--- src/hw/rtl/glyph_bitmap_to_rgb565_stream_core_macros.svh ---
// Assertion macros shared by the glyph stream RTL.
`ifndef GLYPH_BITMAP_TO_RGB565_STREAM_CORE_MACROS_SVH
`define GLYPH_BITMAP_TO_RGB565_STREAM_CORE_MACROS_SVH

// Same-cycle implication.
`define GBRS_ASSERT_IMPLIES(label, clk, rst, ante, cons, msg) \
   label: assert property (@(posedge clk) disable iff (rst) (ante) |-> (cons)) \
      else $error(msg);

// Next-cycle implication.
`define GBRS_ASSERT_NEXT(label, clk, rst, ante, cons, msg) \
   label: assert property (@(posedge clk) disable iff (rst) (ante) |=> (cons)) \
      else $error(msg);

`endif

--- src/hw/rtl/gbrs_pkg.sv ---
// Package: types and constants of the glyph bitmap to RGB565 stream core.
package gbrs_pkg;

   localparam int SIDE_W             = 7;
   localparam int SIDE_LIMIT         = 127;
   localparam int COORD_W            = 16;
   localparam int COLOR_W            = 16;
   localparam int USED_W             = 4;
   localparam int STEP_W             = 4;
   localparam int DEF_MAX_GLYPH_SIDE = 64;
   localparam int DEF_QUEUE_DEPTH    = 4;
   localparam int REQ_DATA_W         = 56;
   localparam int RSP_DATA_W         = 8;
   localparam int RSP_USER_W         = 2;
   localparam int CSR_INDEX_W        = 1;

   localparam logic [7:0] CMD_COLUMN = 8'h2A;
   localparam logic [7:0] CMD_ROW    = 8'h2B;
   localparam logic [7:0] CMD_WRITE  = 8'h2C;

   localparam logic [COLOR_W-1:0] FG_RESET = 16'hFFFF;
   localparam logic [COLOR_W-1:0] BG_RESET = 16'h0000;

   typedef enum logic [CSR_INDEX_W-1:0] {
      CSR_FOREGROUND = 1'b0,
      CSR_BACKGROUND = 1'b1
   } csr_index_type;

   typedef enum logic {
      MODE_START  = 1'b0,
      MODE_BITMAP = 1'b1
   } mode_type;

   typedef enum logic {
      JOB_WINDOW = 1'b0,
      JOB_PIXELS = 1'b1
   } job_kind_type;

   typedef struct packed {
      logic              mode;
      logic [COORD_W-1:0] pos_x;
      logic [COORD_W-1:0] pos_y;
      logic [SIDE_W-1:0]  glyph_width;
      logic [SIDE_W-1:0]  glyph_height;
      logic [7:0]         bitmap_byte;
   } req_type;

   typedef struct packed {
      job_kind_type       kind;
      logic [COORD_W-1:0] x;
      logic [COORD_W-1:0] x_end;
      logic [COORD_W-1:0] y;
      logic [COORD_W-1:0] y_end;
      logic [7:0]         bits;
      logic [USED_W-1:0]  used;
      logic               glyph_done;
   } job_type;

endpackage

--- src/hw/rtl/glyph_bitmap_to_rgb565_stream_core.sv ---
// Top level of the glyph bitmap to RGB565 byte stream core.
//
//  channel  | direction | handshake            | payload
//  req_     | in        | req_tvalid/tready    | tdata 56b, tuser mode
//  rsp_     | out       | rsp_tvalid/tready    | tdata byte, tuser flags, tlast
//  csr_     | in        | csr_valid/csr_ready  | index 1b, data 16b
//
// A start item yields 11 bytes, a bitmap byte 2 per used pixel (up to 16),
// one byte per cycle out of the output register while rsp_tready is high.
// The generator loads its next job from a 4-entry queue in the cycle the
// last byte of the current job enters the output register, so jobs run back to back.
// Reset is synchronous; colors return to white foreground, black background.
// req_tready drops only while the job queue is full; csr_ready is always high.
module glyph_bitmap_to_rgb565_stream_core
   import gbrs_pkg::*;
#(
   parameter int MAX_GLYPH_SIDE = DEF_MAX_GLYPH_SIDE,
   parameter int QUEUE_DEPTH    = DEF_QUEUE_DEPTH
) (
   input  logic                   clock,
   input  logic                   reset,
   input  logic                   req_tvalid,
   output logic                   req_tready,
   // pos_x, pos_y, glyph_width, glyph_height, bitmap_byte, zero pad
   input  logic [REQ_DATA_W-1:0]  req_tdata,
   // mode
   input  logic [0:0]             req_tuser,
   output logic                   rsp_tvalid,
   input  logic                   rsp_tready,
   // out_byte
   output logic [RSP_DATA_W-1:0]  rsp_tdata,
   // is_command, glyph_end
   output logic [RSP_USER_W-1:0]  rsp_tuser,
   output logic                   rsp_tlast,
   input  logic                   csr_valid,
   output logic                   csr_ready,
   input  logic [CSR_INDEX_W-1:0] csr_index,
   input  logic [COLOR_W-1:0]     csr_data
);

   req_type            req;
   job_type            push_job, head_job;
   logic               q_push, q_ready, q_pop, q_valid;
   logic [COLOR_W-1:0] fg_ff, bg_ff;

   assign req.mode         = req_tuser[0];
   assign req.pos_x        = req_tdata[15:0];
   assign req.pos_y        = req_tdata[31:16];
   assign req.glyph_width  = req_tdata[38:32];
   assign req.glyph_height = req_tdata[45:39];
   assign req.bitmap_byte  = req_tdata[53:46];

   assign csr_ready = 1'b1;

   always_ff @(posedge clock) begin
      if (reset) begin
         fg_ff <= FG_RESET;
         bg_ff <= BG_RESET;
      end else if (csr_valid && csr_ready) begin
         unique case (csr_index)
            CSR_FOREGROUND: fg_ff <= csr_data;
            CSR_BACKGROUND: bg_ff <= csr_data;
            default: ;
         endcase
      end
   end

   gbrs_front #(
      .MAX_GLYPH_SIDE(MAX_GLYPH_SIDE)
   ) u_front (
      .clock    (clock),
      .reset    (reset),
      .req_valid(req_tvalid),
      .req_ready(req_tready),
      .req      (req),
      .q_ready  (q_ready),
      .q_push   (q_push),
      .q_job    (push_job)
   );

   gbrs_queue #(
      .QUEUE_DEPTH(QUEUE_DEPTH)
   ) u_queue (
      .clock     (clock),
      .reset     (reset),
      .push      (q_push),
      .push_job  (push_job),
      .push_ready(q_ready),
      .pop       (q_pop),
      .head_valid(q_valid),
      .head_job  (head_job)
   );

   gbrs_back u_back (
      .clock     (clock),
      .reset     (reset),
      .head_valid(q_valid),
      .head_job  (head_job),
      .pop       (q_pop),
      .fg_color  (fg_ff),
      .bg_color  (bg_ff),
      .rsp_tvalid(rsp_tvalid),
      .rsp_tready(rsp_tready),
      .rsp_tdata (rsp_tdata),
      .rsp_tuser (rsp_tuser),
      .rsp_tlast (rsp_tlast)
   );

endmodule

--- src/hw/rtl/gbrs_front.sv ---
// Front end: accepts items, tracks glyph progress and turns start items, and bitmap items while drawing, into jobs.
module gbrs_front
   import gbrs_pkg::*;
#(
   parameter int MAX_GLYPH_SIDE = DEF_MAX_GLYPH_SIDE
) (
   input  logic    clock,
   input  logic    reset,
   input  logic    req_valid,
   output logic    req_ready,
   input  req_type req,
   input  logic    q_ready,
   output logic    q_push,
   output job_type q_job
);

   localparam int SIDE_CAP   = (MAX_GLYPH_SIDE > SIDE_LIMIT) ? SIDE_LIMIT : MAX_GLYPH_SIDE;
   localparam int ROW_BYTES  = (SIDE_CAP + 7) / 8;
   localparam int BYTE_IDX_W = (ROW_BYTES > 1) ? $clog2(ROW_BYTES) : 1;

   logic                  drawing_ff, drawing_in;
   logic [SIDE_W-1:0]     cur_width_ff, cur_width_in;
   logic [SIDE_W-1:0]     cur_height_ff, cur_height_in;
   logic [BYTE_IDX_W-1:0] byte_in_row_ff, byte_in_row_in;
   logic [SIDE_W-1:0]     row_count_ff, row_count_in;

   logic                  accept;
   logic [SIDE_W-1:0]     w_cl, h_cl;
   logic [SIDE_W-1:0]     col, rem;
   logic                  row_done, glyph_done;
   logic [USED_W-1:0]     used;

   assign req_ready = q_ready;
   assign accept    = req_valid && req_ready;

   assign w_cl = (int'(req.glyph_width) > MAX_GLYPH_SIDE) ? SIDE_W'(MAX_GLYPH_SIDE)
                                                         : req.glyph_width;
   assign h_cl = (int'(req.glyph_height) > MAX_GLYPH_SIDE) ? SIDE_W'(MAX_GLYPH_SIDE)
                                                          : req.glyph_height;

   assign col        = SIDE_W'({byte_in_row_ff, 3'b000});
   assign rem        = cur_width_ff - col;
   assign row_done   = (rem <= SIDE_W'(8));
   assign used       = row_done ? USED_W'(rem) : USED_W'(8);
   assign glyph_done = row_done &&
                       (({1'b0, row_count_ff} + (SIDE_W + 1)'(1)) >= {1'b0, cur_height_ff});

   always_comb begin
      q_job            = '0;
      q_push           = 1'b0;
      drawing_in       = drawing_ff;
      cur_width_in     = cur_width_ff;
      cur_height_in    = cur_height_ff;
      byte_in_row_in   = byte_in_row_ff;
      row_count_in     = row_count_ff;
      if (accept) begin
         if (req.mode == MODE_START) begin
            q_push         = 1'b1;
            q_job.kind     = JOB_WINDOW;
            q_job.x        = req.pos_x;
            q_job.x_end    = req.pos_x + COORD_W'(w_cl) - COORD_W'(1);
            q_job.y        = req.pos_y;
            q_job.y_end    = req.pos_y + COORD_W'(h_cl) - COORD_W'(1);
            cur_width_in   = w_cl;
            cur_height_in  = h_cl;
            byte_in_row_in = '0;
            row_count_in   = '0;
            drawing_in     = (w_cl != '0) && (h_cl != '0);
         end else if (drawing_ff) begin
            q_push           = 1'b1;
            q_job.kind       = JOB_PIXELS;
            q_job.bits       = req.bitmap_byte;
            q_job.used       = used;
            q_job.glyph_done = glyph_done;
            if (glyph_done) begin
               drawing_in     = 1'b0;
               byte_in_row_in = '0;
               row_count_in   = '0;
            end else if (row_done) begin
               byte_in_row_in = '0;
               row_count_in   = row_count_ff + SIDE_W'(1);
            end else begin
               byte_in_row_in = byte_in_row_ff + BYTE_IDX_W'(1);
            end
         end
      end
   end

   always_ff @(posedge clock) begin
      if (reset) begin
         drawing_ff     <= 1'b0;
         cur_width_ff   <= '0;
         cur_height_ff  <= '0;
         byte_in_row_ff <= '0;
         row_count_ff   <= '0;
      end else begin
         drawing_ff     <= drawing_in;
         cur_width_ff   <= cur_width_in;
         cur_height_ff  <= cur_height_in;
         byte_in_row_ff <= byte_in_row_in;
         row_count_ff   <= row_count_in;
      end
   end

endmodule

--- src/hw/rtl/gbrs_queue.sv ---
// Job queue between the front end and the byte generator.
`include "glyph_bitmap_to_rgb565_stream_core_macros.svh"
module gbrs_queue
   import gbrs_pkg::*;
#(
   parameter int QUEUE_DEPTH = DEF_QUEUE_DEPTH
) (
   input  logic    clock,
   input  logic    reset,
   input  logic    push,
   input  job_type push_job,
   output logic    push_ready,
   input  logic    pop,
   output logic    head_valid,
   output job_type head_job
);

   localparam int PTR_W = (QUEUE_DEPTH > 1) ? $clog2(QUEUE_DEPTH) : 1;
   localparam int CNT_W = $clog2(QUEUE_DEPTH + 1);

   job_type          mem [QUEUE_DEPTH];
   logic [PTR_W-1:0] wr_ptr_ff, wr_ptr_in;
   logic [PTR_W-1:0] rd_ptr_ff, rd_ptr_in;
   logic [CNT_W-1:0] count_ff, count_in;
   logic             full;

   assign full       = (count_ff == CNT_W'(QUEUE_DEPTH));
   assign push_ready = !full;
   assign head_valid = (count_ff != '0);
   assign head_job   = mem[rd_ptr_ff];

   always_comb begin
      wr_ptr_in = wr_ptr_ff;
      rd_ptr_in = rd_ptr_ff;
      count_in  = count_ff;
      if (push) begin
         wr_ptr_in = (wr_ptr_ff == PTR_W'(QUEUE_DEPTH - 1)) ? '0 : wr_ptr_ff + PTR_W'(1);
      end
      if (pop) begin
         rd_ptr_in = (rd_ptr_ff == PTR_W'(QUEUE_DEPTH - 1)) ? '0 : rd_ptr_ff + PTR_W'(1);
      end
      if (push && !pop) begin
         count_in = count_ff + CNT_W'(1);
      end else if (pop && !push) begin
         count_in = count_ff - CNT_W'(1);
      end
   end

   always_ff @(posedge clock) begin
      if (push) begin
         mem[wr_ptr_ff] <= push_job;
      end
   end

   always_ff @(posedge clock) begin
      if (reset) begin
         wr_ptr_ff <= '0;
         rd_ptr_ff <= '0;
         count_ff  <= '0;
      end else begin
         wr_ptr_ff <= wr_ptr_in;
         rd_ptr_ff <= rd_ptr_in;
         count_ff  <= count_in;
      end
   end

   `GBRS_ASSERT_IMPLIES(a_no_overflow, clock, reset, push, !full, "push into full queue")
   `GBRS_ASSERT_IMPLIES(a_no_underflow, clock, reset, pop, head_valid, "pop from empty queue")
   `GBRS_ASSERT_NEXT(a_count_up, clock, reset, push && !pop, count_ff == $past(count_ff) + CNT_W'(1), "count did not grow")
   `GBRS_ASSERT_NEXT(a_count_down, clock, reset, pop && !push, count_ff == $past(count_ff) - CNT_W'(1), "count did not shrink")

endmodule

--- src/hw/rtl/gbrs_back.sv ---
// Back end: expands jobs into window command bytes and RGB565 pixel bytes.
`include "glyph_bitmap_to_rgb565_stream_core_macros.svh"
module gbrs_back
   import gbrs_pkg::*;
(
   input  logic                  clock,
   input  logic                  reset,
   input  logic                  head_valid,
   input  job_type               head_job,
   output logic                  pop,
   input  logic [COLOR_W-1:0]    fg_color,
   input  logic [COLOR_W-1:0]    bg_color,
   output logic                  rsp_tvalid,
   input  logic                  rsp_tready,
   output logic [RSP_DATA_W-1:0] rsp_tdata,
   output logic [RSP_USER_W-1:0] rsp_tuser,
   output logic                  rsp_tlast
);

   localparam logic [STEP_W-1:0] WS_COL_CMD = 4'd0;
   localparam logic [STEP_W-1:0] WS_X_HI    = 4'd1;
   localparam logic [STEP_W-1:0] WS_X_LO    = 4'd2;
   localparam logic [STEP_W-1:0] WS_XE_HI   = 4'd3;
   localparam logic [STEP_W-1:0] WS_XE_LO   = 4'd4;
   localparam logic [STEP_W-1:0] WS_ROW_CMD = 4'd5;
   localparam logic [STEP_W-1:0] WS_Y_HI    = 4'd6;
   localparam logic [STEP_W-1:0] WS_Y_LO    = 4'd7;
   localparam logic [STEP_W-1:0] WS_YE_HI   = 4'd8;
   localparam logic [STEP_W-1:0] WS_YE_LO   = 4'd9;
   localparam logic [STEP_W-1:0] WS_WR_CMD  = 4'd10;

   job_type             cur_ff, cur_in;
   logic                active_ff, active_in;
   logic [STEP_W-1:0]   step_ff, step_in;
   logic                valid_ff, valid_in;
   logic [7:0]          byte_ff, byte_in;
   logic                cmd_ff, cmd_in;
   logic                end_ff, end_in;
   logic                last_ff, last_in;

   logic                advance, emit, load;
   logic [7:0]          gen_byte;
   logic                gen_cmd, gen_last;
   logic [COLOR_W-1:0]  color;
   logic [STEP_W-1:0]   pix_last;

   assign advance  = !valid_ff || rsp_tready;
   assign emit     = active_ff && advance;
   assign color    = cur_ff.bits[step_ff[STEP_W-1:1]] ? fg_color : bg_color;
   assign pix_last = STEP_W'({cur_ff.used, 1'b0} - (USED_W + 1)'(1));

   always_comb begin
      gen_byte = '0;
      gen_cmd  = 1'b0;
      gen_last = 1'b0;
      if (cur_ff.kind == JOB_WINDOW) begin
         gen_last = (step_ff == WS_WR_CMD);
         unique case (step_ff)
            WS_COL_CMD: begin gen_byte = CMD_COLUMN;        gen_cmd = 1'b1; end
            WS_X_HI:    gen_byte = cur_ff.x[15:8];
            WS_X_LO:    gen_byte = cur_ff.x[7:0];
            WS_XE_HI:   gen_byte = cur_ff.x_end[15:8];
            WS_XE_LO:   gen_byte = cur_ff.x_end[7:0];
            WS_ROW_CMD: begin gen_byte = CMD_ROW;           gen_cmd = 1'b1; end
            WS_Y_HI:    gen_byte = cur_ff.y[15:8];
            WS_Y_LO:    gen_byte = cur_ff.y[7:0];
            WS_YE_HI:   gen_byte = cur_ff.y_end[15:8];
            WS_YE_LO:   gen_byte = cur_ff.y_end[7:0];
            WS_WR_CMD:  begin gen_byte = CMD_WRITE;         gen_cmd = 1'b1; end
            default:    gen_byte = '0;
         endcase
      end else begin
         gen_byte = step_ff[0] ? color[7:0] : color[15:8];
         gen_last = (step_ff == pix_last);
      end
   end

   assign load = head_valid && (!active_ff || (emit && gen_last));
   assign pop  = load;

   always_comb begin
      cur_in    = cur_ff;
      active_in = active_ff;
      step_in   = step_ff;
      if (load) begin
         cur_in    = head_job;
         active_in = 1'b1;
         step_in   = '0;
      end else if (emit) begin
         active_in = !gen_last;
         step_in   = step_ff + STEP_W'(1);
      end
   end

   always_comb begin
      valid_in = valid_ff;
      byte_in  = byte_ff;
      cmd_in   = cmd_ff;
      end_in   = end_ff;
      last_in  = last_ff;
      if (advance) begin
         valid_in = emit;
         byte_in  = gen_byte;
         cmd_in   = gen_cmd;
         end_in   = gen_last && (cur_ff.kind == JOB_PIXELS) && cur_ff.glyph_done;
         last_in  = gen_last;
      end
   end

   always_ff @(posedge clock) begin
      cur_ff  <= cur_in;
      byte_ff <= byte_in;
      cmd_ff  <= cmd_in;
      end_ff  <= end_in;
      last_ff <= last_in;
   end

   always_ff @(posedge clock) begin
      if (reset) begin
         active_ff <= 1'b0;
         step_ff   <= '0;
         valid_ff  <= 1'b0;
      end else begin
         active_ff <= active_in;
         step_ff   <= step_in;
         valid_ff  <= valid_in;
      end
   end

   assign rsp_tvalid = valid_ff;
   assign rsp_tdata  = byte_ff;
   assign rsp_tuser  = {end_ff, cmd_ff};
   assign rsp_tlast  = last_ff;

   `GBRS_ASSERT_IMPLIES(a_end_is_last_data, clock, reset, valid_ff && end_ff, last_ff && !cmd_ff, "glyph end off a final pixel byte")
   `GBRS_ASSERT_IMPLIES(a_cmd_code, clock, reset, valid_ff && cmd_ff, byte_ff == CMD_COLUMN || byte_ff == CMD_ROW || byte_ff == CMD_WRITE, "bad command byte")
   `GBRS_ASSERT_IMPLIES(a_window_step, clock, reset, active_ff && cur_ff.kind == JOB_WINDOW, step_ff <= WS_WR_CMD, "window step out of range")

endmodule

--- config.mk ---
export PLATFORM = sky130hd
export DESIGN_NAME = glyph_bitmap_to_rgb565_stream_core
export DESIGN_NICKNAME = d
export VERILOG_FILES = /design/src/hw/rtl/gbrs_pkg.sv /design/src/hw/rtl/glyph_bitmap_to_rgb565_stream_core.sv /design/src/hw/rtl/gbrs_front.sv /design/src/hw/rtl/gbrs_queue.sv /design/src/hw/rtl/gbrs_back.sv
export VERILOG_INCLUDE_DIRS = /design/src /design/src/hw/rtl
export SDC_FILE = /design/constraint.sdc
export NUM_CORES = 1
export LEC_CHECK = 0
export BUFFER_PORTS_ARGS = -buffer_cell sky130_fd_sc_hd__buf_2
export CAP_MARGIN = 10
export CORE_MARGIN = 4
export CORE_UTILIZATION = 35
export DETAILED_ROUTE_END_ITERATION = 10
export PLACE_DENSITY_LB_ADDON = 0.05
export SYNTH_ARGS = -nofsm -noshare
export SYNTH_HDL_FRONTEND = slang
export SYNTH_SLANG_ARGS = --single-unit
--- constraint.sdc ---
create_clock -name clock -period 4.3 [get_ports clock]
set_input_delay 0 -clock clock [delete_from_list [all_inputs] [get_ports clock]]
set_output_delay 0 -clock clock [all_outputs]
set_load 0.02 [all_outputs]
==> impl_table.tex, run 1 <==
\begin{tabular}{lr}
\hline
Metric & Value \\
\hline
\multicolumn{2}{l}{\textbf{STA}} \\
Final Hold Viols & 0 \\
Pin slew with the least headroom to its limit & about 0.99 ns \\
Final period util & approximately 78\% \\
Highest clock rate & 0.299 GHz \\
Setup Viol. Count Final & 0 \\
Setup repair after global routing missed its margin & false \\
Summed negative setup slack over all endpoints & 0 ns \\
Clock tree skew after final layout & 0.0205 ns \\
Final Max Slew Viols & 0 \\
Final critical-path required period & $\sim$3.3 ns \\
Final setup margin & about 0.95 ns \\
Slew margin rel. & 34.0\% \\
Hold Worst Slack & 0.0562 ns \\
\multicolumn{2}{l}{\textbf{Die}} \\
IO Pins & 93 \\
Number of rows in the core area & 87 \\
Starting density of the core & 35.5\% \\
Die footprint & 0.0611 mm\^{}2 \\
Die Span X & 247 um \\
Die outline height & 247 um \\
Core footprint & around 0.056 mm\^{}2 \\
\multicolumn{2}{l}{\textbf{Layout}} \\
Nets & 1704 \\
Synth-to-layout area growth & 19.8\% \\
\# diodes & 0 \\
Utilization of the core after routing & 42.5\% \\
Post-route cell area & 0.0240 mm\^{}2 \\
Share of layout cells above drive strength 1 & between 10\% and 20\% \\
\multicolumn{2}{l}{\textbf{Worst setup path}} \\
Category of the most critical setup path & in2reg \\
Number of cells traversed by the worst register-to-register path & 10 \\
RR Startpoint & u\_back.step\_ff[2] \\
Master of the slowest instance on the critical path & sky130\_fd\_sc\_hd\_\_dlygate4sd3\_1 \\
Cell-by-cell trace of the critical path & dlygate4sd3\_1 -> buf\_2 -> inv\_1 -> nand2\_1 -> ha\_1 -> inv\_1 -> ha\_1 -> fa\_1 -> a211oi\_1 -> nor2\_1 -> o31a\_1 -> o2111ai\_1 -> a21oi\_1 -> nor3b\_1 \\
Worst reg2reg endpoint & u\_queue.count\_ff[2] \\
Minimum setup slack among reg-to-reg paths & between 1 and 1.5 ns \\
Maximum net fanout on the critical path & 13 \\
Setup crit start kind & input port \\
Required @ worst endpoint & 4.66 ns \\
Family of cells with the greatest summed delay on the critical path & buffers and inverters \\
Crit path arrival time & about 3.7 ns \\
Endpoint type of the worst setup path & flip-flop \\
Stage delay of the slowest cell on the critical path & 0.55 ns \\
Number of buffer and inverter stages on the critical path & 4 \\
\multicolumn{2}{l}{\textbf{Routing}} \\
Post-route ant nets & 0 \\
Vias post-DR & 11800 \\
Iteration count of the initial detailed-routing pass & 5 \\
Iter 0 DRT Violations & 750 \\
Remaining design rule violation count & 0 \\
DRT Wirelength & 51800 um \\
WL/cell & approximately 22 um \\
DR vias/cell & just over 5 \\
\multicolumn{2}{l}{\textbf{Synth}} \\
Cell taking the most area after synthesis & sky130\_fd\_sc\_hd\_\_edfxtp\_1 \\
Commonest cells post-synth & 396 x sky130\_fd\_sc\_hd\_\_edfxtp\_1, 118 x sky130\_fd\_sc\_hd\_\_nand2\_1, 96 x sky130\_fd\_sc\_hd\_\_nor2\_1 \\
Number of storage elements in the synthesis netlist & roughly 470 \\
Syn avg cell area & 14.6 um\^{}2 \\
Most frequent cell after synthesis & sky130\_fd\_sc\_hd\_\_edfxtp\_1 \\
Number of synthesis warnings & 0 \\
Leading register cell type out of synthesis & sky130\_fd\_sc\_hd\_\_edfxtp\_1 \\
Synthesized net count & 1517 \\
Number of instances in the synthesized netlist & between 1000 and 1500 \\
Distinct cell type count of the synthesized netlist & 71 \\
Area fraction of the dominant cell type after synthesis & 59.3\% \\
Synthesized cell area & 0.0200 mm\^{}2 \\
Register area share after synthesis & 66.3\% \\
Top post-synthesis cells by area & sky130\_fd\_sc\_hd\_\_edfxtp\_1 59\%, sky130\_fd\_sc\_hd\_\_mux4\_2 8.9\%, sky130\_fd\_sc\_hd\_\_dfxtp\_1 7.0\% \\
Fraction of synthesis flops using an asynchronous set or reset pin & 0\% \\
Post-synth EDFFs & about 400 \\
\multicolumn{2}{l}{\textbf{Clock network}} \\
Post-CTS clock slew at the launch and capture registers of the worst setup and hold paths & 0.06 ns \\
Clock tree from TritonCTS & done \\
Later-pin clock latency in the skew report & 0.60 ns \\
H-tree depth reported by CTS & 2 \\
Maximum root-to-sink buffer count & 3 \\
Clock buffers created by TritonCTS & 52 \\
Post-CTS Setup Repair Bufs & 0 \\
Clock tree root buffer cell & sky130\_fd\_sc\_hd\_\_clkbuf\_16 \\
TritonCTS sink count & approximately 470 \\
\multicolumn{2}{l}{\textbf{Place}} \\
Routability congestion estimate & 0.739 \\
Post-placement setup slack & $\sim$0.94 ns \\
Final HPWL DP & 32600 um \\
Cell area after placement & 0.0214 mm\^{}2 \\
\# port buffers & 89 \\
\multicolumn{2}{l}{\textbf{Global routing}} \\
Number of antenna violations at the first check in global routing & 0 \\
Number of global-route vias before repair & $\sim$12000 \\
Maximum number of pins on one net before global-route repair & 78 \\
Remaining global-route overflow & 0 \\
Global-route total usage across every layer & 17.0\% \\
Global-route wire length before repair & 77900 um \\
\multicolumn{2}{l}{\textbf{Power and ir drop}} \\
Leak Pwr & 8.60 nW \\
Power per cell area & 569 mW/mm\^{}2 \\
Largest voltage drop on the vdd net & between 0.3 and 0.4 mV \\
\multicolumn{2}{l}{\textbf{Flow run}} \\
Max-Cap Viols & 0 \\
\multicolumn{2}{l}{\textbf{Min path}} \\
Hold EP & u\_back.rsp\_tvalid \\
Source of the worst hold timing path & reset \\
Hold path depth & 2 \\
Path category of the worst min-delay check & in2reg \\
\multicolumn{2}{l}{\textbf{Outcome}} \\
Result of the run & complete, no violations \\
\hline
\end{tabular}
[flip-flops by register name, indices dropped and copies added, names as in the netlist]
register                flops
u_back.rsp_tdata            8
u_queue.count_ff            3
u_front.byte_in_row_ff      3
u_front.drawing_ff          1
u_front.cur_height_ff       7
u_front.row_count_ff        7
u_back.step_ff              4
u_back.active_ff            1
u_queue.mem               308
fg_ff                      16
u_back.rsp_tvalid           1
u_back.end_ff               1
u_queue.wr_ptr_ff           2
u_back.cmd_ff               1
bg_ff                      16
u_back.cur_ff              77
u_front.cur_width_ff        7
u_back.rsp_tlast            1
u_queue.rd_ptr_ff           2
[logic make-up (layout without fill, tap and decap cells)]
group,Yosys count,in the layout,share of synthesized area (%)
adders and majority gates,69,69,4.46
buffers and inverters,161,391,3.22
muxes,102,102,10.1
DFF,466,466,66.3
and+or+nand+nor,344,344,7.87
other,1,1,0.0187
AOI/OAI and AO/OA,189,189,6.33
xor gates and xnor gates,37,37,1.69
[worst max-delay path by stage]
| stage | start | to | slack (ns) | cells after the start |
|---|---|---|---|---|
| after floorplan | u_queue.count_ff[0] | u_queue.mem[1][0] | 0.88 | 4 |
| after global placement | req_tdata[45] | u_queue.mem[0][28] | 1.01 | 13 |
| after detailed placement | req_tdata[45] | u_queue.mem[1][28] | 0.94 | 13 |
| after CTS | req_tdata[45] | u_queue.mem[2][28] | 1.0 | 14 |
| after global routing | req_tdata[45] | u_queue.mem[0][28] | 0.67 | 14 |
| final | req_tdata[45] | u_queue.mem[2][28] | 0.95 | 14 |
[per-stage QoR]
stage | std cells | power (W)
after floorplan | 1369 | 0.00820
after global placement | 2171 | 0.00932
after detailed placement | 2171 | 0.00933
after CTS | 2355 | 0.0139
after global routing | 2355 | 0.0144
final | 2355 | 0.0137
[cell usage in the layout (no fill, tap or decap), drive strengths merged, types with 19 or more instances in the layout]
master	count
and2	26
nand3	46
a21oi	65
dlygate4sd3	87
buf	111
edfxtp	396
o21ai	24
clkbuf	66
xnor2	19
dfxtp	70
mux2i	22
ha	65
nor2	96
nand2	119
inv	93
clkinv	26
mux4	79
[final cells by class]
| cell class | count | area, um^2 |
|---|---|---|
| clock inverters | 31 | 303 |
| inverters | 96 | 362 |
| repair buffers | 198 | 1580 |
| fillers | 5171 | 32500 |
| well taps | 756 | 946 |
| flip-flops and latches | 466 | 13300 |
| multi-input cells | 742 | 6120 |
| clock buffers | 66 | 1410 |
[layer usage]
| metal | GRT usage, % | wire length (um) | share of wire [%] | up-vias |
|---|---|---|---|---|
| li1 | - | - | - | 5532 |
| met1 | 23.6 | 23700 | 46 | 6035 |
| met3 | 2.72 | 2210 | 4.3 | 63 |
| met2 | 27.9 | 24800 | 48 | 213 |
| met5 | 0 | 0 | 0 | - |
| met4 | 4.68 | 1070 | 2.1 | 0 |
[where the power goes]
group          switching (W)  leakage (nW)  internal (W)
registers           0.000468          4.28       0.00585
clock network        0.00181         0.828       0.00266
logic                0.00161          3.49       0.00128
total                0.00389          8.60       0.00979
[repair_timing]
item                                   in CTS  in global routing
resized for setup                           0                  0
setup endpoints to repair                   0                  0
endpoints found under the hold margin     226                  0
hold buffers                               87                  0
(Power assumes the default switching activity.)
==> run 2: changes to the inputs <==
==> constraint.sdc (replaced) <==
create_clock -name clock -period 2.75 [get_ports clock]
set_input_delay 0 -clock clock [delete_from_list [all_inputs] [get_ports clock]]
set_output_delay 0 -clock clock [all_outputs]
set_load 0.02 [all_outputs]
==> run 2 against run 1 <==
Compared with the run above: critical path type is now reg2reg; highest routed layer unchanged; sequential power grew 54%; critical path depth shrank 2; clock skew shrank 0.0086 ns; clock-buffer cell count shrank 1; sequential cell count is the same; non-clock buffer count grew 74; design area grew 2.8%; clock power grew 55%; worst hold slack lost 0.030 ns; register-to-register slack lost 0.94 ns.
==> impl_table.tex, run 2 (synthesized netlist as in run 1, its figures left out) <==
\begin{tabular}{lr}
\hline
Metric & Value \\
\hline
\multicolumn{2}{l}{\textbf{Outcome}} \\
Result of the run & complete, no violations \\
\multicolumn{2}{l}{\textbf{STA}} \\
Slew margin rel. & 46.8\% \\
Final Max Slew Viols & 0 \\
Clock tree skew after final layout & $\sim$0.012 ns \\
Final setup margin & 0.133 ns \\
Final critical-path required period & 2.62 ns \\
Highest clock rate & about 0.38 GHz \\
Final Hold Viols & 0 \\
Final period util & 95.2\% \\
Setup Viol. Count Final & 0 \\
Pin slew with the least headroom to its limit & 0.799 ns \\
\multicolumn{2}{l}{\textbf{Worst setup path}} \\
Required @ worst endpoint & around 3.3 ns \\
Crit path arrival time & 3.13 ns \\
Minimum setup slack among reg-to-reg paths & 0.13 ns \\
Stage delay of the slowest cell on the critical path & approximately 0.38 ns \\
Master of the slowest instance on the critical path & sky130\_fd\_sc\_hd\_\_edfxtp\_1 \\
Setup crit start kind & flip-flop \\
Cell-by-cell trace of the critical path & inv\_1 -> ha\_1 -> xnor3\_1 -> a41oi\_2 -> o21ai\_2 -> nand2b\_1 -> ha\_2 -> inv\_1 -> fa\_2 -> xor2\_1 -> or3\_1 -> a21oi\_2 \\
Category of the most critical setup path & reg2reg \\
Number of cells traversed by the worst register-to-register path & 12 \\
Endpoint type of the worst setup path & flip-flop \\
Most frequent CP cell & sky130\_fd\_sc\_hd\_\_inv\_1 \\
Maximum net fanout on the critical path & 2 \\
\multicolumn{2}{l}{\textbf{Routing}} \\
Iteration count of the initial detailed-routing pass & 5 \\
Vias post-DR & about 12000 \\
Post-route ant nets & 0 \\
Iter 0 DRT Violations & 762 \\
DRT Wirelength & 52500 um \\
Remaining design rule violation count & 0 \\
WL/cell & between 20 and 25 um \\
DR vias/cell & 4.97 \\
\multicolumn{2}{l}{\textbf{Place}} \\
Final HPWL DP & 34900 um \\
\# port buffers & 89 \\
Routability congestion estimate & 0.776 \\
Post-placement setup slack & -0.282 ns \\
\multicolumn{2}{l}{\textbf{Clock network}} \\
TritonCTS sink count & 466 \\
Clock buffers created by TritonCTS & 52 \\
Clock tree root buffer cell & sky130\_fd\_sc\_hd\_\_clkbuf\_16 \\
H-tree depth reported by CTS & 2 \\
Maximum root-to-sink buffer count & 3 \\
Post-CTS clock slew at the launch and capture registers of the worst setup and hold paths & 0.06 ns \\
Clock tree from TritonCTS & done \\
Later-pin clock latency in the skew report & about 0.59 ns \\
\multicolumn{2}{l}{\textbf{Global routing}} \\
Global-route wire length before repair & just under 80000 um \\
Maximum number of pins on one net before global-route repair & 55 \\
Remaining global-route overflow & 0 \\
Number of antenna violations at the first check in global routing & 0 \\
Number of global-route vias before repair & 12400 \\
Global-route total usage across every layer & 17.2\% \\
\multicolumn{2}{l}{\textbf{Die}} \\
IO Pins & 93 \\
Number of rows in the core area & 87 \\
Die footprint & a little over 0.06 mm\^{}2 \\
Die Span X & around 250 um \\
Die outline height & 247 um \\
Core footprint & around 0.056 mm\^{}2 \\
Starting density of the core & 35.5\% \\
\multicolumn{2}{l}{\textbf{Layout}} \\
Share of layout cells above drive strength 1 & 21.9\% \\
Nets & 1778 \\
Synth-to-layout area growth & 23.2\% \\
Most flops, register & u\_queue.mem \\
Commonest non-fill, non-tap cell in the layout & sky130\_fd\_sc\_hd\_\_edfxtp\_1 \\
Most frequent cells in the layout & 396 x sky130\_fd\_sc\_hd\_\_edfxtp\_1, 118 x sky130\_fd\_sc\_hd\_\_nand2\_1, 93 x sky130\_fd\_sc\_hd\_\_nor2\_1, 93 x sky130\_fd\_sc\_hd\_\_dlygate4sd3\_1, 92 x sky130\_fd\_sc\_hd\_\_inv\_1 \\
Utilization of the core after routing & 43.7\% \\
Regs by FF count & u\_queue.mem: 308 flops, u\_back.cur\_ff: 77 flops \\
Number of flip-flops under the largest register name & 308 \\
\# diodes & 0 \\
\multicolumn{2}{l}{\textbf{Power and ir drop}} \\
Power per cell area & 879 mW/mm\^{}2 \\
Largest voltage drop on the vdd net & 0.475 mV \\
Leak Pwr & 8.94 nW \\
\multicolumn{2}{l}{\textbf{Flow run}} \\
Max-Cap Viols & 0 \\
\multicolumn{2}{l}{\textbf{Min path}} \\
Path category of the worst min-delay check & in2reg \\
Hold path depth & 3 \\
\hline
\end{tabular}
## run 2: cell count changes in the layout (fill, tap and decap cells not counted), moves of 3 or more
cell                            before  now
sky130_fd_sc_hd__dlygate4sd3_1      87   93
sky130_fd_sc_hd__buf_12              8   11
sky130_fd_sc_hd__clkinv_2            8    4
sky130_fd_sc_hd__a21oi_1            63   60
sky130_fd_sc_hd__buf_4              14   79
sky130_fd_sc_hd__inv_6               0    3
sky130_fd_sc_hd__a21oi_2             2    5
## run 2: timing repair
item | CTS | global route
hold endpoints to repair | 230 | 0
setup endpoints to repair | 0 | 32
setup buffers | 0 | 3
hold buffers | 93 | 0
gates resized for setup | 0 | 16
## run 2: cell type report
| cell class | count | area, um^2 |
|---|---|---|
| fill | 5109 | 31800 |
| sequential | 466 | 13300 |
| multi-input combinational | 742 | 6190 |
| timing repair buffer | 272 | 2190 |
| clock buffer | 65 | 1370 |
| tap | 756 | 946 |
| inverter | 96 | 364 |
| clock inverter | 31 | 325 |
## run 2: report_power, final
part / leakage, nW / internal, W / switching (W) / total [W]
Clock: 0.825 / 0.00417 / 0.00277 / 0.00695
Combinational: 3.84 / 0.00230 / 0.00272 / 0.00501
Sequential: 4.28 / 0.00913 / 0.000603 / 0.00974
Total: 8.94 / 0.0156 / 0.00609 / 0.0217
## run 2: path summary, 6_finish.rpt
path | from | endpoint
max | u_back.cur_ff[1] | u_queue.count_ff[2]
min | req_tdata[3] | u_queue.mem[0][64]
max reg2reg | u_back.cur_ff[1] | u_queue.count_ff[2]
min reg2reg | u_front.cur_height_ff[5] | u_front.cur_height_ff[5]
## run 2: through the flow
step                TNS (ns)  power, W  hold slack, ns  cells  instance area (um^2)
detailed placement     -2.08    0.0149           0.233   2236                 22000
finish                     0    0.0217          0.0264   2428                 24700
CTS                        0    0.0220        0.000143   2425                 24600
global route        -0.00847    0.0228          0.0179   2428                 24700
global placement       -1.31    0.0149           0.232   2236                 22000
floorplan              -4.27    0.0128           0.124   1369                 20100
## run 2: routing by layer
metal  GRT usage [%]  share of wire (%)  wire length, um  vias up
li1                -                  -                -     5684
met1            24.2                 46            24000     6077
met2            28.3                 48            25200      242
met3            2.39                4.1             2130       63
met4            4.51                2.0             1070        0
met5               0                  0                0        -
## run 2: critical path, delay by kind of cell, from the launching register on
kind,cells,cell delay (ns)
compound gates,3,0.47
xor+xnor,2,0.40
flops,1,0.38
buf+inv,2,0.13
simple gates,2,0.44
fa+ha+maj,3,0.72
==> run 3: changes to the inputs <==
--- a/config.mk
+++ b/config.mk
@@ -6,11 +6,11 @@
 export SDC_FILE = /design/constraint.sdc
 export NUM_CORES = 1
 export LEC_CHECK = 0
-export BUFFER_PORTS_ARGS = -buffer_cell sky130_fd_sc_hd__buf_2
 export CAP_MARGIN = 10
 export CORE_MARGIN = 4
 export CORE_UTILIZATION = 35
 export DETAILED_ROUTE_END_ITERATION = 10
+export DONT_BUFFER_PORTS = 1
 export PLACE_DENSITY_LB_ADDON = 0.05
 export SYNTH_ARGS = -nofsm -noshare
 export SYNTH_HDL_FRONTEND = slang
==> run 3 against run 2 <==
Compared with the run above: via count is 2.9% lower; power is 0.19% lower; sequential share of layout area is 0.95 points higher; clock power is 0.6% lower; routed wire length is 1.6% higher; design area is 1.7% lower; critical path depth is 4 lower; clock skew is 0.0087 ns higher; global-route usage is 0.27 points higher; sequential power is 1% higher.
==> impl_table.tex, run 3 (synthesized netlist as in run 1, its figures left out) <==
\begin{tabular}{lr}
\hline
Metric & Value \\
\hline
\multicolumn{2}{l}{\textbf{Die}} \\
Starting density of the core & 35.5\% \\
Number of rows in the core area & 87 \\
Die footprint & slightly above 0.06 mm\^{}2 \\
Die Span X & 247 um \\
IO Pins & 93 \\
Core footprint & 0.0565 mm\^{}2 \\
Die outline height & 247 um \\
\multicolumn{2}{l}{\textbf{Routing}} \\
Vias post-DR & 11700 \\
Iter 0 DRT Violations & 741 \\
Post-route ant nets & 0 \\
DR vias/cell & 5.02 \\
Met2 layer wire length in the routed design & 25400 um \\
WL/cell & 22.8 um \\
Highest metal layer used by the detailed router & met4 \\
DRT Wirelength & 53300 um \\
Met3 layer wire length in the routed design & 2250 um \\
Remaining design rule violation count & 0 \\
Iteration count of the initial detailed-routing pass & 5 \\
Wire length the detailed router placed on met1 & roughly 24000 um \\
\multicolumn{2}{l}{\textbf{Global routing}} \\
Global-route total usage across every layer & between 15 and 20\% \\
Number of global-route vias before repair & 12200 \\
Global-route wire length before repair & 79000 um \\
Remaining global-route overflow & 0 \\
Number of antenna violations at the first check in global routing & 2 \\
Maximum number of pins on one net before global-route repair & 53 \\
\multicolumn{2}{l}{\textbf{Outcome}} \\
Result of the run & complete, no violations \\
\multicolumn{2}{l}{\textbf{Layout}} \\
Nets & 1682 \\
Number of flip-flops under the largest register name & 308 \\
Synth-to-layout area growth & 21.1\% \\
Register area & 0.0133 mm\^{}2 \\
Filler cell count in the final layout & 5120 \\
Share of layout cells above drive strength 1 & between 10\% and 20\% \\
Most flops, register & u\_queue.mem \\
Commonest non-fill, non-tap cell in the layout & sky130\_fd\_sc\_hd\_\_edfxtp\_1 \\
Most frequent cells in the layout & 396 x sky130\_fd\_sc\_hd\_\_edfxtp\_1, 118 x sky130\_fd\_sc\_hd\_\_nand2\_1, 105 x sky130\_fd\_sc\_hd\_\_dlygate4sd3\_1, 94 x sky130\_fd\_sc\_hd\_\_nor2\_1, 91 x sky130\_fd\_sc\_hd\_\_inv\_1 \\
Regs by FF count & u\_queue.mem: 308 flops, u\_back.cur\_ff: 77 flops \\
Area of combinational cells with multiple inputs & 0.00618 mm\^{}2 \\
\multicolumn{2}{l}{\textbf{Power and ir drop}} \\
Power per cell area & 893 mW/mm\^{}2 \\
Leak Pwr & 8.56 nW \\
Largest voltage drop on the vdd net & 0.522 mV \\
\multicolumn{2}{l}{\textbf{STA}} \\
Final critical-path required period & 2.64 ns \\
Setup repair after global routing missed its margin & true \\
Clock tree skew after final layout & 0.0206 ns \\
Slew margin rel. & 45.1\% \\
Summed negative setup slack over all endpoints & 0 ns \\
Final Max Slew Viols & 0 \\
Pin slew with the least headroom to its limit & 0.823 ns \\
Highest clock rate & between 0.3 and 0.4 GHz \\
Final setup margin & 0.108 ns \\
Final Hold Viols & 0 \\
Final period util & 96.1\% \\
Setup Viol. Count Final & 0 \\
\multicolumn{2}{l}{\textbf{Clock network}} \\
Clock buffers created by TritonCTS & 52 \\
H-tree depth reported by CTS & 2 \\
Maximum root-to-sink buffer count & 3 \\
Clock tree root buffer cell & sky130\_fd\_sc\_hd\_\_clkbuf\_16 \\
Post-CTS clock slew at the launch and capture registers of the worst setup and hold paths & 0.06 ns \\
Post-CTS Setup Repair Bufs & 0 \\
Clock tree from TritonCTS & done \\
Later-pin clock latency in the skew report & 0.59 ns \\
TritonCTS sink count & 466 \\
\multicolumn{2}{l}{\textbf{Worst setup path}} \\
Stage delay of the slowest cell on the critical path & 0.60 ns \\
Maximum net fanout on the critical path & 22 \\
Master of the slowest instance on the critical path & sky130\_fd\_sc\_hd\_\_dlygate4sd3\_1 \\
Required @ worst endpoint & 3.23 ns \\
Most frequent CP cell & sky130\_fd\_sc\_hd\_\_dlygate4sd3\_1 \\
Category of the most critical setup path & reg2reg \\
Endpoint type of the worst setup path & flip-flop \\
Cell-by-cell trace of the critical path & or3b\_1 -> nand2\_2 -> nor2\_2 -> dlygate4sd3\_1 -> buf\_6 -> nand3\_1 -> dlygate4sd3\_1 -> a21oi\_1 \\
Setup crit start kind & flip-flop \\
Crit path arrival time & between 3 and 4 ns \\
\multicolumn{2}{l}{\textbf{Place}} \\
Post-placement setup slack & -0.196 ns \\
\# port buffers & 0 \\
Final HPWL DP & about 36000 um \\
Routability congestion estimate & 0.769 \\
\multicolumn{2}{l}{\textbf{Min path}} \\
Path category of the worst min-delay check & in2reg \\
\multicolumn{2}{l}{\textbf{Flow run}} \\
Max-Cap Viols & 0 \\
\hline
\end{tabular}
## run 3: cell count changes in the layout (fill, tap and decap cells not counted), moves of 2 or more
cell | before | now
sky130_fd_sc_hd__diode_2 | 0 | 2
sky130_fd_sc_hd__buf_4 | 79 | 55
sky130_fd_sc_hd__buf_12 | 11 | 15
sky130_fd_sc_hd__buf_2 | 89 | 0
sky130_fd_sc_hd__ha_1 | 64 | 62
sky130_fd_sc_hd__ha_2 | 1 | 3
sky130_fd_sc_hd__dlygate4sd3_1 | 93 | 105
sky130_fd_sc_hd__clkinv_2 | 4 | 6
sky130_fd_sc_hd__clkbuf_1 | 12 | 10
## run 3: path summary, 6_finish.rpt
check / from / to / slack, ns / depth (start not counted)
worst min register to register: bg_ff[11] / bg_ff[11] / 0.45 / 2
worst min-delay path: req_tvalid / u_queue.mem[3][77] / 0.03 / 2
worst max-delay path: u_queue.count_ff[0] / u_front.cur_width_ff[4] / 0.11 / 8
worst max register to register: u_queue.count_ff[0] / u_front.cur_width_ff[4] / 0.11 / 8
## run 3: power breakdown
group          leakage (nW)  switching (W)  total, W  internal, W
Clock                 0.819        0.00282   0.00691      0.00409
Combinational          3.46        0.00266   0.00488      0.00222
Sequential             4.28       0.000727   0.00987      0.00915
## run 3: timing repair
item,in CTS,in global routing
hold endpoints to repair,278,0
setup endpoints to repair,4,33
hold buffers,106,0
resized for setup,1,16
pin swaps,0,4
## run 3: metal layers
metal  vias up  track usage [%]
met1      5842             24.6
met2       283             28.4
li1       5505                -
met5         -                0
met3        84             2.29
met4         0             5.34
## run 3: critical path, delay by kind of cell (launching register included)
kind / cells / cell delay [ns]
flops: 1 / 0.36
compound gates: 1 / 0.06
buf+inv: 3 / 1.37
simple gates: 4 / 0.73
## run 3: area by class of cell
| cell class | instances | share of cell area [%] |
|---|---|---|
| multi-input cells | 742 | 25.5 |
| repair buffers | 176 | 7.32 |
| diodes | 2 | 0.0206 |
| flip-flops and latches | 466 | 54.8 |
| clock buffers | 63 | 5.62 |
| clock inverters | 34 | 1.33 |
| well taps | 756 | 3.90 |
| inverters | 96 | 1.50 |
## run 3: metrics by stage
stage | utilization, % | hold slack (ns) | std cells | total power (W) | area, um^2
floorplan | - | 0.124 | 1369 | 0.0128 | 20100
global route | 42.9 | 0.0195 | 2335 | 0.0227 | 24300
finish | 42.9 | 0.0309 | 2335 | 0.0217 | 24300
global placement | 37.9 | 0.0729 | 2130 | 0.0149 | 21400
detailed placement | 37.9 | 0.0717 | 2130 | 0.0148 | 21400
CTS | 42.8 | 0.00146 | 2333 | 0.0220 | 24200
